[config.mk]
export PLATFORM = sky130hd
export DESIGN_NAME = dle_framed_message_deframer
export DESIGN_NICKNAME = d
export VERILOG_FILES = /design/src/hdl/dled_pkg.sv /design/src/hdl/dle_framed_message_deframer.sv /design/src/hdl/dled_cfg_regs.sv /design/src/hdl/dled_core.sv /design/src/hdl/dled_out_reg.sv
export SDC_FILE = /design/constraint.sdc
export NUM_CORES = 1
export LEC_CHECK = 0
export ABC_AREA = 0
export BUFFER_PORTS_ARGS = -buffer_cell sky130_fd_sc_hd__buf_2
export CAP_MARGIN = 30
export CORE_UTILIZATION = 34
export DETAILED_ROUTE_END_ITERATION = 7
export PLACE_DENSITY = 0.63
export SLEW_MARGIN = 25
export SYNTH_ARGS = -nofsm -noshare
export SYNTH_HDL_FRONTEND = slang
export SYNTH_HIERARCHICAL = 1
export SYNTH_SLANG_ARGS = --single-unit
[constraint.sdc]
create_clock -name clk -period 3.15 [get_ports clk]
set_input_delay 0.1575 -clock clk [delete_from_list [all_inputs] [get_ports clk]]
set_output_delay 0.1575 -clock clk [all_outputs]
set_load 0.03 [all_outputs]
[src/hdl/dled_pkg.sv]
// Shared types and constants for the DLE framed message deframer.
package dled_pkg;

  // Link control bytes.
  localparam logic [7:0] DLE_BYTE = 8'h10;
  localparam logic [7:0] STX_BYTE = 8'h02;
  localparam logic [7:0] ETX_BYTE = 8'h03;

  // Frame body limits.
  localparam int MAX_BODY      = 256;
  localparam int CNT_W         = $clog2(MAX_BODY + 1);
  localparam int FIRST_PAYLOAD = 13;
  localparam int MIN_BODY      = 14;

  // Configuration register indexes.
  localparam int CFG_IDX_W = 2;
  localparam logic [CFG_IDX_W-1:0] CFG_TYPE_A = 2'd0;
  localparam logic [CFG_IDX_W-1:0] CFG_TYPE_B = 2'd1;

  // Configuration reset values.
  localparam logic [7:0] TYPE_A_RESET = 8'd147;
  localparam logic [7:0] TYPE_B_RESET = 8'd148;

  // Link phase of the deframer.
  typedef enum logic [1:0] {
    PH_HUNT     = 2'd0,
    PH_HUNT_DLE = 2'd1,
    PH_BODY     = 2'd2,
    PH_BODY_DLE = 2'd3
  } phase_t;

  // Result kinds.
  typedef enum logic [1:0] {
    KIND_PAYLOAD = 2'd0,
    KIND_GOOD    = 2'd1,
    KIND_BAD     = 2'd2,
    KIND_ABORT   = 2'd3
  } kind_t;

  // Accepted message types.
  typedef struct packed {
    logic [7:0] type_a;
    logic [7:0] type_b;
  } cfg_t;

  // Latched header fields.
  typedef struct packed {
    logic [7:0]  msg_type;
    logic [7:0]  priority_res;
    logic [23:0] pgn;
    logic [7:0]  destination;
    logic [7:0]  source_addr;
    logic [7:0]  data_len;
  } hdr_t;

  // One result transaction.
  typedef struct packed {
    kind_t      kind;
    logic [7:0] data_byte;
    logic [7:0] position;
    hdr_t       hdr;
  } res_t;

endpackage

[src/hdl/dle_framed_message_deframer.sv]
// Top level of the DLE STX/ETX framed message deframer.
// Takes one raw link byte per cycle and returns at most one result per byte: a delayed
// payload byte, or a frame status (good, checksum bad, short or aborted) with the latched
// header fields. A byte passes an input register and then the phase machine and body
// datapath into an output register, which holds the result until it is taken; bytes are
// taken back to back as long as the output register is drained.
module dle_framed_message_deframer (
  input  logic                            clk,
  input  logic                            rst,
  input  logic                            in_valid,
  output logic                            in_ready,
  input  logic [7:0]                      rx_byte,
  output logic                            out_valid,
  input  logic                            out_ready,
  output logic [1:0]                      kind,
  output logic [7:0]                      data_byte,
  output logic [7:0]                      position,
  output logic [7:0]                      msg_type,
  output logic [7:0]                      priority_res,
  output logic [23:0]                     pgn,
  output logic [7:0]                      destination,
  output logic [7:0]                      source_addr,
  output logic [7:0]                      data_len,
  input  logic                            cfg_valid,
  output logic                            cfg_ready,
  input  logic [dled_pkg::CFG_IDX_W-1:0]  cfg_index,
  input  logic [7:0]                      cfg_data
);
  import dled_pkg::*;

  cfg_t cfg;
  res_t res;
  res_t res_q;
  logic res_valid;
  logic room;

  // Accepted message type registers.
  dled_cfg_regs u_cfg (
    .clk       (clk),
    .rst       (rst),
    .cfg_valid (cfg_valid),
    .cfg_ready (cfg_ready),
    .cfg_index (cfg_index),
    .cfg_data  (cfg_data),
    .cfg       (cfg)
  );

  // Deframing logic.
  dled_core u_core (
    .clk       (clk),
    .rst       (rst),
    .in_valid  (in_valid),
    .in_ready  (in_ready),
    .rx_byte   (rx_byte),
    .cfg       (cfg),
    .res_ready (room),
    .res_valid (res_valid),
    .res       (res)
  );

  // Result register.
  dled_out_reg u_out (
    .clk       (clk),
    .rst       (rst),
    .load      (res_valid),
    .res       (res),
    .room      (room),
    .out_valid (out_valid),
    .out_ready (out_ready),
    .res_q     (res_q)
  );

  // Result fields.
  assign kind         = res_q.kind;
  assign data_byte    = res_q.data_byte;
  assign position     = res_q.position;
  assign msg_type     = res_q.hdr.msg_type;
  assign priority_res = res_q.hdr.priority_res;
  assign pgn          = res_q.hdr.pgn;
  assign destination  = res_q.hdr.destination;
  assign source_addr  = res_q.hdr.source_addr;
  assign data_len     = res_q.hdr.data_len;

endmodule

[src/hdl/dled_cfg_regs.sv]
// Configuration registers holding the two accepted message types.
module dled_cfg_regs (
  input  logic                            clk,
  input  logic                            rst,
  input  logic                            cfg_valid,
  output logic                            cfg_ready,
  input  logic [dled_pkg::CFG_IDX_W-1:0]  cfg_index,
  input  logic [7:0]                      cfg_data,
  output dled_pkg::cfg_t                  cfg
);
  import dled_pkg::*;

  // Writes are always taken; unknown indexes are ignored.
  assign cfg_ready = 1'b1;

  always_ff @(posedge clk) begin
    if (rst) begin
      cfg.type_a <= TYPE_A_RESET;
      cfg.type_b <= TYPE_B_RESET;
    end else if (cfg_valid) begin
      if (cfg_index == CFG_TYPE_A) begin
        cfg.type_a <= cfg_data;
      end
      if (cfg_index == CFG_TYPE_B) begin
        cfg.type_b <= cfg_data;
      end
    end
  end

endmodule

[src/hdl/dled_core.sv]
// Input register, link phase machine and frame body datapath.
module dled_core (
  input  logic            clk,
  input  logic            rst,
  input  logic            in_valid,
  output logic            in_ready,
  input  logic [7:0]      rx_byte,
  input  dled_pkg::cfg_t  cfg,
  input  logic            res_ready,
  output logic            res_valid,
  output dled_pkg::res_t  res
);
  import dled_pkg::*;

  // Input register.
  logic       inr_valid;
  logic [7:0] inr_byte;
  logic       fire;

  // Frame state.
  phase_t           phase, phase_next;
  logic [7:0]       sum, sum_next;
  logic [CNT_W-1:0] count, count_next;
  logic [7:0]       held, held_next;
  logic             held_v, held_v_next;
  hdr_t             hdr, hdr_next;

  // Byte decode.
  logic is_dle, is_stx, is_etx;
  logic body_go, start_go, close_go, overflow, reject;

  assign fire     = inr_valid && res_ready;
  assign in_ready = !inr_valid || fire;

  always_ff @(posedge clk) begin
    if (rst) begin
      inr_valid <= 1'b0;
    end else if (in_ready) begin
      inr_valid <= in_valid;
    end
  end

  always_ff @(posedge clk) begin
    if (in_ready && in_valid) begin
      inr_byte <= rx_byte;
    end
  end

  // Classify the registered byte against the current phase.
  assign is_dle   = (inr_byte == DLE_BYTE);
  assign is_stx   = (inr_byte == STX_BYTE);
  assign is_etx   = (inr_byte == ETX_BYTE);
  assign body_go  = (phase == PH_BODY && !is_dle) || (phase == PH_BODY_DLE && is_dle);
  assign start_go = (phase == PH_HUNT_DLE || phase == PH_BODY_DLE) && is_stx;
  assign close_go = (phase == PH_BODY_DLE) && !is_dle && !is_stx;
  assign overflow = (count == CNT_W'(MAX_BODY));
  assign reject   = (count == '0) && (inr_byte != cfg.type_a) && (inr_byte != cfg.type_b);

  // Next link phase.
  always_comb begin
    phase_next = phase;
    unique case (phase)
      PH_HUNT: begin
        if (is_dle) phase_next = PH_HUNT_DLE;
      end
      PH_HUNT_DLE: begin
        if (is_stx) phase_next = PH_BODY;
        else if (!is_dle) phase_next = PH_HUNT;
      end
      PH_BODY: begin
        if (is_dle) phase_next = PH_BODY_DLE;
        else if (overflow || reject) phase_next = PH_HUNT;
      end
      PH_BODY_DLE: begin
        if (is_dle) phase_next = (overflow || reject) ? PH_HUNT : PH_BODY;
        else if (is_stx) phase_next = PH_BODY;
        else phase_next = PH_HUNT;
      end
      default: phase_next = PH_HUNT;
    endcase
  end

  // Body datapath and result.
  always_comb begin
    sum_next       = sum;
    count_next     = count;
    held_next      = held;
    held_v_next    = held_v;
    hdr_next       = hdr;
    res_valid      = 1'b0;
    res.kind       = KIND_ABORT;
    res.data_byte  = '0;
    res.position   = '0;
    if (start_go) begin
      sum_next    = '0;
      count_next  = '0;
      held_next   = '0;
      held_v_next = 1'b0;
      hdr_next    = '0;
    end else if (body_go) begin
      if (overflow) begin
        res_valid = 1'b1;
      end else if (!reject) begin
        sum_next = sum + inr_byte;
        unique case (count)
          CNT_W'(0):  hdr_next.msg_type          = inr_byte;
          CNT_W'(2):  hdr_next.priority_res      = inr_byte;
          CNT_W'(3):  hdr_next.pgn[7:0]          = inr_byte;
          CNT_W'(4):  hdr_next.pgn[15:8]         = inr_byte;
          CNT_W'(5):  hdr_next.pgn[23:16]        = inr_byte;
          CNT_W'(6):  hdr_next.destination       = inr_byte;
          CNT_W'(7):  hdr_next.source_addr       = inr_byte;
          CNT_W'(12): hdr_next.data_len          = inr_byte;
          default: ;
        endcase
        // Payload leaves one byte late so the checksum is never sent.
        if (count >= CNT_W'(FIRST_PAYLOAD)) begin
          if (held_v) begin
            res_valid     = 1'b1;
            res.kind      = KIND_PAYLOAD;
            res.data_byte = held;
            res.position  = 8'(count - CNT_W'(1));
          end
          held_next   = inr_byte;
          held_v_next = 1'b1;
        end
        count_next = count + CNT_W'(1);
      end
    end else if (close_go) begin
      res_valid = 1'b1;
      if (is_etx && count >= CNT_W'(MIN_BODY)) begin
        res.kind = (sum == '0) ? KIND_GOOD : KIND_BAD;
      end
    end
    // Only a byte that is actually waiting in the input register gives a result.
    if (!inr_valid) begin
      res_valid = 1'b0;
    end
    res.hdr = hdr_next;
  end

  // State update once per processed byte.
  always_ff @(posedge clk) begin
    if (rst) begin
      phase  <= PH_HUNT;
      sum    <= '0;
      count  <= '0;
      held   <= '0;
      held_v <= 1'b0;
      hdr    <= '0;
    end else if (fire) begin
      phase  <= phase_next;
      sum    <= sum_next;
      count  <= count_next;
      held   <= held_next;
      held_v <= held_v_next;
      hdr    <= hdr_next;
    end
  end

`ifndef SYNTHESIS
  // The body count never runs past the frame limit.
  a_count_limit: assert property (@(posedge clk) disable iff (rst)
    count <= CNT_W'(MAX_BODY))
    else $error("body count beyond limit");

  // A held payload byte exists only once the payload region is reached.
  a_held_region: assert property (@(posedge clk) disable iff (rst)
    held_v |-> count >= CNT_W'(MIN_BODY))
    else $error("held byte outside payload region");

  // No result is produced while hunting for a frame start.
  a_hunt_quiet: assert property (@(posedge clk) disable iff (rst)
    (phase == PH_HUNT || phase == PH_HUNT_DLE) |-> !res_valid)
    else $error("result while hunting");

  // A frame start always clears the running sum and count.
  a_start_clear: assert property (@(posedge clk) disable iff (rst)
    (fire && start_go) |=> (count == '0 && sum == '0 && !held_v))
    else $error("frame start did not clear state");
`endif

endmodule

[src/hdl/dled_out_reg.sv]
// Output register that holds one result transaction until it is taken.
module dled_out_reg (
  input  logic            clk,
  input  logic            rst,
  input  logic            load,
  input  dled_pkg::res_t  res,
  output logic            room,
  output logic            out_valid,
  input  logic            out_ready,
  output dled_pkg::res_t  res_q
);
  import dled_pkg::*;

  // The register can take a new result when empty or being drained.
  assign room = !out_valid || out_ready;

  always_ff @(posedge clk) begin
    if (rst) begin
      out_valid <= 1'b0;
    end else if (room) begin
      out_valid <= load;
    end
  end

  always_ff @(posedge clk) begin
    if (room && load) begin
      res_q <= res;
    end
  end

endmodule
**Word level (Yosys, flattened, before mapping)**

Cells that the tools add are included.
Widths: inputs -> output; s select.

- Output and inout bits: 85
- Bits in registers: 200
- Bits of input ports: 23
- Logic and storage cells: 142

- Bitwise logic cells: 3
- Order comparisons: 2
- Mux-type cells: 55
- $add $sub $neg: 3
- Equality and inequality tests: 22
- Reductions and logical operators: 32

Operators with widths:

| operator | count |
|---|---|
| $mux 64 | 4 |
| $mux 8 | 17 |
| $mux 18 | 4 |
| $eq 9x3->1 const B | 4 |
| $mux 9 | 4 |
| $mux 2 | 12 |
| $eq 9x2->1 const B | 2 |
| $ge 9x4->1 const B | 2 |
| $eq 8x2->1 const B | 2 |
| $ne 8x8->1 | 2 |
| $mux 1 | 13 |
| $logic_and 1x1->1 | 11 |
| $add 9x1->9 const B | 1 |
| $eq 9x4->1 const B | 1 |
| $eq 9x9->1 const B | 1 |
| $logic_not 9->1 | 1 |
| $add 8x8->8 | 1 |
| $eq 8x5->1 const B | 1 |
| $logic_not 8->1 | 1 |
| $pmux 2 s4 | 1 |
| $reduce_and 4->1 | 2 |
| $sub 8x1->8 const B | 1 |
| $ne 2x1->1 const B | 3 |
| $reduce_or 6->1 | 1 |
| 11 further kinds | 25 |

**Depth between registers and ports, before layout**

- Depth in word-level cells: 9
- Depth in mapped cells: 10
- Depth with buffers taken out: 10

**Hierarchy**

The synthesis kept the hierarchy.

By module, submodules not included:

| module | instances | cells an instance | sequential area each (um^2) | area each (um^2) |
|---|---|---|---|---|
| dled_core | 1 | 751 | 2102.0 | 6247.2 |
| dled_out_reg | 1 | 87 | 2482.4 | 2517.4 |
| dled_cfg_regs | 1 | 69 | 320.3 | 690.7 |

**Worst setup path after synthesis**

OpenSTA, ideal clock, no wires.

- Path type: register to register
- Start: reg u_core.count[0]
- End: reg, netlist name u_out/res_q[0]
- Path slack: 0.126 ns
- Path buffers: 0
- Cell stages (with the launch flop): 9
- Data arrival time: 2.641 ns
- Clock period less this slack: 3.024 ns
- Data required time: 2.767 ns
- Library setup time: 0.383 ns
- Cell sequence: dfxtp_1 -> inv_1 -> ha_1 -> or3b_2 -> or3_1 -> a311oi_1 -> a21oi_1 -> nor2_1 -> and2_4

- Word-level cells in the longest chain between the ends: 9
- Elaborated cells on any way between the ends: 12
- Classes of those cells: order compare: 1; eq/ne: 1; mux: 6; reduce/logical: 4

RTL lines:

| what | line | source |
|---|---|---|
| start: declaration | dled_core.sv:23 | `logic [CNT_W-1:0] count, count_next;` |
| start signal: assignment | dled_core.sv:154 | `count <= count_next;` |
| parallel branches: the longest is 4 deep, another holds $ge 9x4->1 | -- |  |
| $mux 1 * | dled_core.sv:101 | `if (overflow) begin` |
| $mux 1 * | dled_core.sv:100 | `end else if (body_go) begin` |
| $mux 1 * | dled_core.sv:94 | `if (start_go) begin` |
| $mux 1 * | dled_core.sv:136 | `if (!inr_valid) begin` |
| via res_valid | dle_framed_message_deframer.sv:34 | `logic res_valid;` |
| $logic_and 1x1->1 * | dled_out_reg.sv:26 | `if (room && load) begin` |

Mark *: on every way through the listed nets, which the timed path passes.
A chain may end at the register's enable or synchronous reset.

**Final worst setup path**

- Start: reg u_core.count[0]
- End: reg, netlist name u_out/res_q[40]

- Word-level cells in the longest chain between the ends: 9
- Elaborated cells on any way between the ends: 12
- Classes of those cells: order compare: 1; eq/ne: 1; mux: 6; reduce/logical: 4

RTL lines:

| what | line |
|---|---|
| parallel branches: the longest is 4 deep, another holds $ge 9x4->1 | -- |
| $mux 1 * | dled_core.sv:101 |
| $mux 1 * | dled_core.sv:100 |
| $mux 1 * | dled_core.sv:94 |
| $mux 1 * | dled_core.sv:136 |
| via res_valid | dle_framed_message_deframer.sv:34 |
| $logic_and 1x1->1 * | dled_out_reg.sv:26 |

Marks and branches as above.

==> flow_summary.toml <==
[flow_run]
maxCapViolations = 0

[worst_setup_path]
worstSetupPathType = "register to register"
startpoint_type = "register"
r2r-end = "u_out/res_q[40]$_DFFE_PP_"
cp_slowest_cell = "or3b_2"
r2r_setup_slack_ps = 220
critPathRequiredTime_ps = 3290
crit_family = "simple AND/OR/NAND/NOR gates"
endpoint_kind = "register"
r2r-start = "u_core/count[0]$_SDFFE_PP0P_"
worst-path-buf-inv = 2
worstPathMaxFanout = 22
critPathMaxStageDelay_ps = 490
path_cells = "inv_1 > ha_1 > or3b_2 > or3_1 > a311oi_1 > a21oi_1 > nor2_1 > and2_4 > buf_12"
crit_arrival_ps = 3070
r2r_cells = 9

[logic_synthesis]
synthArstFlopShare_pct = 0
dominantRegCellSynth = "dfxtp_1"
postSynthAreaPerCell_um2 = 10.4
ys_seq_elements = 200
synthCells = 907
syn_nets = 943
syn_area_um2 = 9460
ys_seq_area_share_pct = 51.9
yosysWarnings = 6
synth-edff-count = 90
yosys.cell_types.count = 83

[detailed_routing]
drc = 0
vias = 7047
drt-initial-drc-count = 455
wl_per_cell_um = 16.4
viasPerCell = 4.96
postRouteAntennaNets = 0
totalWireLength_um = 23200
first_pass_iters = 5

[grt]
grt_pass1_vias = 6865
overflow = 0
grt_max_degree = 42
grt_pass1_wl_um = 36900
track_usage_pct = 16.7
antenna_found_initial = 0

[power_and_ir_drop]
p_leak_uw = 0.00418
power_uw = 5120
p_per_area_nw_per_um2 = 450
worst_ir_drop_vdd_mv = 0.272

[timing]
min_period_ps = 2930
period_share_pct = 93.1
tightest_slew_ps = 685
setup_tns_ps = 0
hold_viol = 0
slew_headroom_pct = 54.3
rsz0062_at_grt = "no"
setup-violations-final = 0
setup_ws_ps = 218
fmax_mhz = 341
drv_slew = 0
finalClockSkew_ps = 19.8

[worst_hold_path]
hold_start = "cfg_data[5]"
hp-class = "input port to register"
whs_endpoint = "u_cfg/cfg[13]$_SDFFE_PP0P_"
hold_path_depth = 3

[clock_network]
path_clk_slew_ps = 80
clock_sinks = 200
cts_tree = "done"
cts_buffers = 17
clk_path_buf_depth = 2
cts-root-buf = "clkbuf_16"
clock_latency_ps = 450
cts_max_level = 4
cts_setup_buffers = 0

[floorplan]
rows = 60
die_h_um = 169
dieArea_um2 = 28500
coreArea_um2 = 27100
die_width_um = 169
boundaryPins = 108
start_util_pct = 34.9

[final_layout]
antenna_cells = 0
post-route-cell-area_um2 = 11400
final_cell_mix = "nor2_1 (111), dfxtp_1 (110), buf_2 (106)"
final_common_cell = "nor2_1"
area_growth_pct = 20.4
final_nets = 1071
drive_gt1_share_pct = 21.8

[placed_design]
port_buffers = 106
dp_hpwl_um = 16100
gp_congestion = 0.916
place_ws_ps = 239
postPlaceCellArea_um2 = 10600

[outcome]
status = "completed"
worst max path at each step:
stage	from	endpoint	slack, ps	cells after the start
after floorplan	u_core/count[0]$_SDFFE_PP0P_	u_out/res_q[0]$_DFFE_PP_	130	8
after global placement	u_core/count[0]$_SDFFE_PP0P_	u_out/res_q[32]$_DFFE_PP_	280	9
after detailed placement	u_core/count[0]$_SDFFE_PP0P_	u_out/res_q[32]$_DFFE_PP_	240	9
after CTS	u_core/count[0]$_SDFFE_PP0P_	u_out/res_q[32]$_DFFE_PP_	220	9
after global routing	u_core/count[0]$_SDFFE_PP0P_	u_out/res_q[45]$_DFFE_PP_	50	9
final	u_core/count[0]$_SDFFE_PP0P_	u_out/res_q[40]$_DFFE_PP_	220	9
state kept, by name, indices dropped and copies added (netlist names):
register	count
u_core/count	9
u_core/inr_valid	1
u_core/held	8
u_core/held_v	1
u_cfg/cfg	16
u_core/inr_byte	8
u_core/phase	2
u_core/hdr	64
u_out/res_q	82
u_core/sum	8
u_out/out_valid	1
per-layer routing:
| layer | routed length [um] | up-vias | track usage [%] |
|---|---|---|---|
| met4 | 429 | 0 | 6.09 |
| met5 | 0 | - | 0 |
| met1 | 10600 | 3331 | 21.8 |
| met3 | 1150 | 31 | 2.97 |
| li1 | - | 3485 | - |
| met2 | 11000 | 200 | 27.5 |
cell usage after synthesis, types with 4 or more instances:
| cell | n | area share (%) |
|---|---|---|
| a21o_1 | 4 | 0.32 |
| a21oi_1 | 45 | 2.4 |
| a22o_1 | 12 | 1.1 |
| a22oi_1 | 16 | 1.3 |
| a31oi_1 | 16 | 1.1 |
| and2_1 | 12 | 0.79 |
| and3_1 | 4 | 0.26 |
| buf_1 | 4 | 0.16 |
| buf_2 | 20 | 1.1 |
| buf_4 | 8 | 0.64 |
| buf_6 | 4 | 0.48 |
| clkbuf_1 | 25 | 0.99 |
| dfxtp_1 | 110 | 23 |
| edfxtp_1 | 90 | 29 |
| ha_1 | 12 | 1.6 |
| inv_1 | 14 | 0.56 |
| mux2i_1 | 78 | 8.3 |
| nand2_1 | 91 | 3.6 |
| nand2b_1 | 27 | 1.8 |
| nand3_1 | 26 | 1.4 |
| nand3b_1 | 8 | 0.64 |
| nand4_1 | 7 | 0.46 |
| nor2_1 | 111 | 4.4 |
| nor2b_1 | 6 | 0.40 |
| nor3_1 | 6 | 0.32 |
| nor4_1 | 5 | 0.33 |
| o2111ai_1 | 4 | 0.37 |
| o21ai_0 | 18 | 0.95 |
| o2bb2ai_1 | 10 | 0.93 |
| or2_1 | 4 | 0.26 |
| or2_2 | 7 | 0.46 |
| or3_1 | 8 | 0.53 |
| or4_1 | 4 | 0.32 |
| xnor2_1 | 24 | 2.2 |
| xor2_1 | 7 | 0.65 |
report_power, final:
group	internal (uW)	leakage [uW]	total (uW)	switching, uW
registers	2700	0.00157	2720	20.2
clock network	1070	0.000280	2170	1100
logic	92.2	0.00233	228	136
total	3860	0.00418	5120	1260
cells by family after synthesis:
kind of cell	count (synthesis)	synth area share [%]
AOI/OAI and AO/OA	153	11.7
other	1	0.0397
and+or+nand+nor	355	19.5
adders and majority gates	13	1.80
xor gates and xnor gates	31	2.87
muxes	79	8.38
DFF	200	51.9
buffers and inverters	75	3.88
area by class of cell:
class                           count  area [um2]
Tap cell                          372         465
Clock inverter                     15         166
Sequential cell                   200        4900
Fill cell                        2593       15700
Timing Repair Buffer              170        1180
Inverter                           14        52.6
Clock buffer                       17         425
Multi-Input combinational cell    632        4190
worst register-to-register path: stages (launching register included):
cell      delay, ps
dfxtp_1         310
inv_1           110
ha_1            280
or3b_2          490
or3_1           370
a311oi_1        290
a21oi_1          70
nor2_1          140
and2_4          340
buf_12          220
per-stage QoR:
step | utilization (%) | hold slack (ps) | instances
CTS | 42.0 | 3.95 | 1419
detailed placement | 39.2 | 336 | 1372
finish | 42.0 | 19.6 | 1420
global placement | 39.2 | 335 | 1372
global route | 42.0 | 25.0 | 1420
floorplan | - | 220 | 907
timing repair:
item | in CTS | in global routing
endpoints found under the hold margin | 19 | 0
hold buffers | 15 | 0
gates resized for setup | 0 | 0
Note: power is estimated with default switching activity, not from simulation.
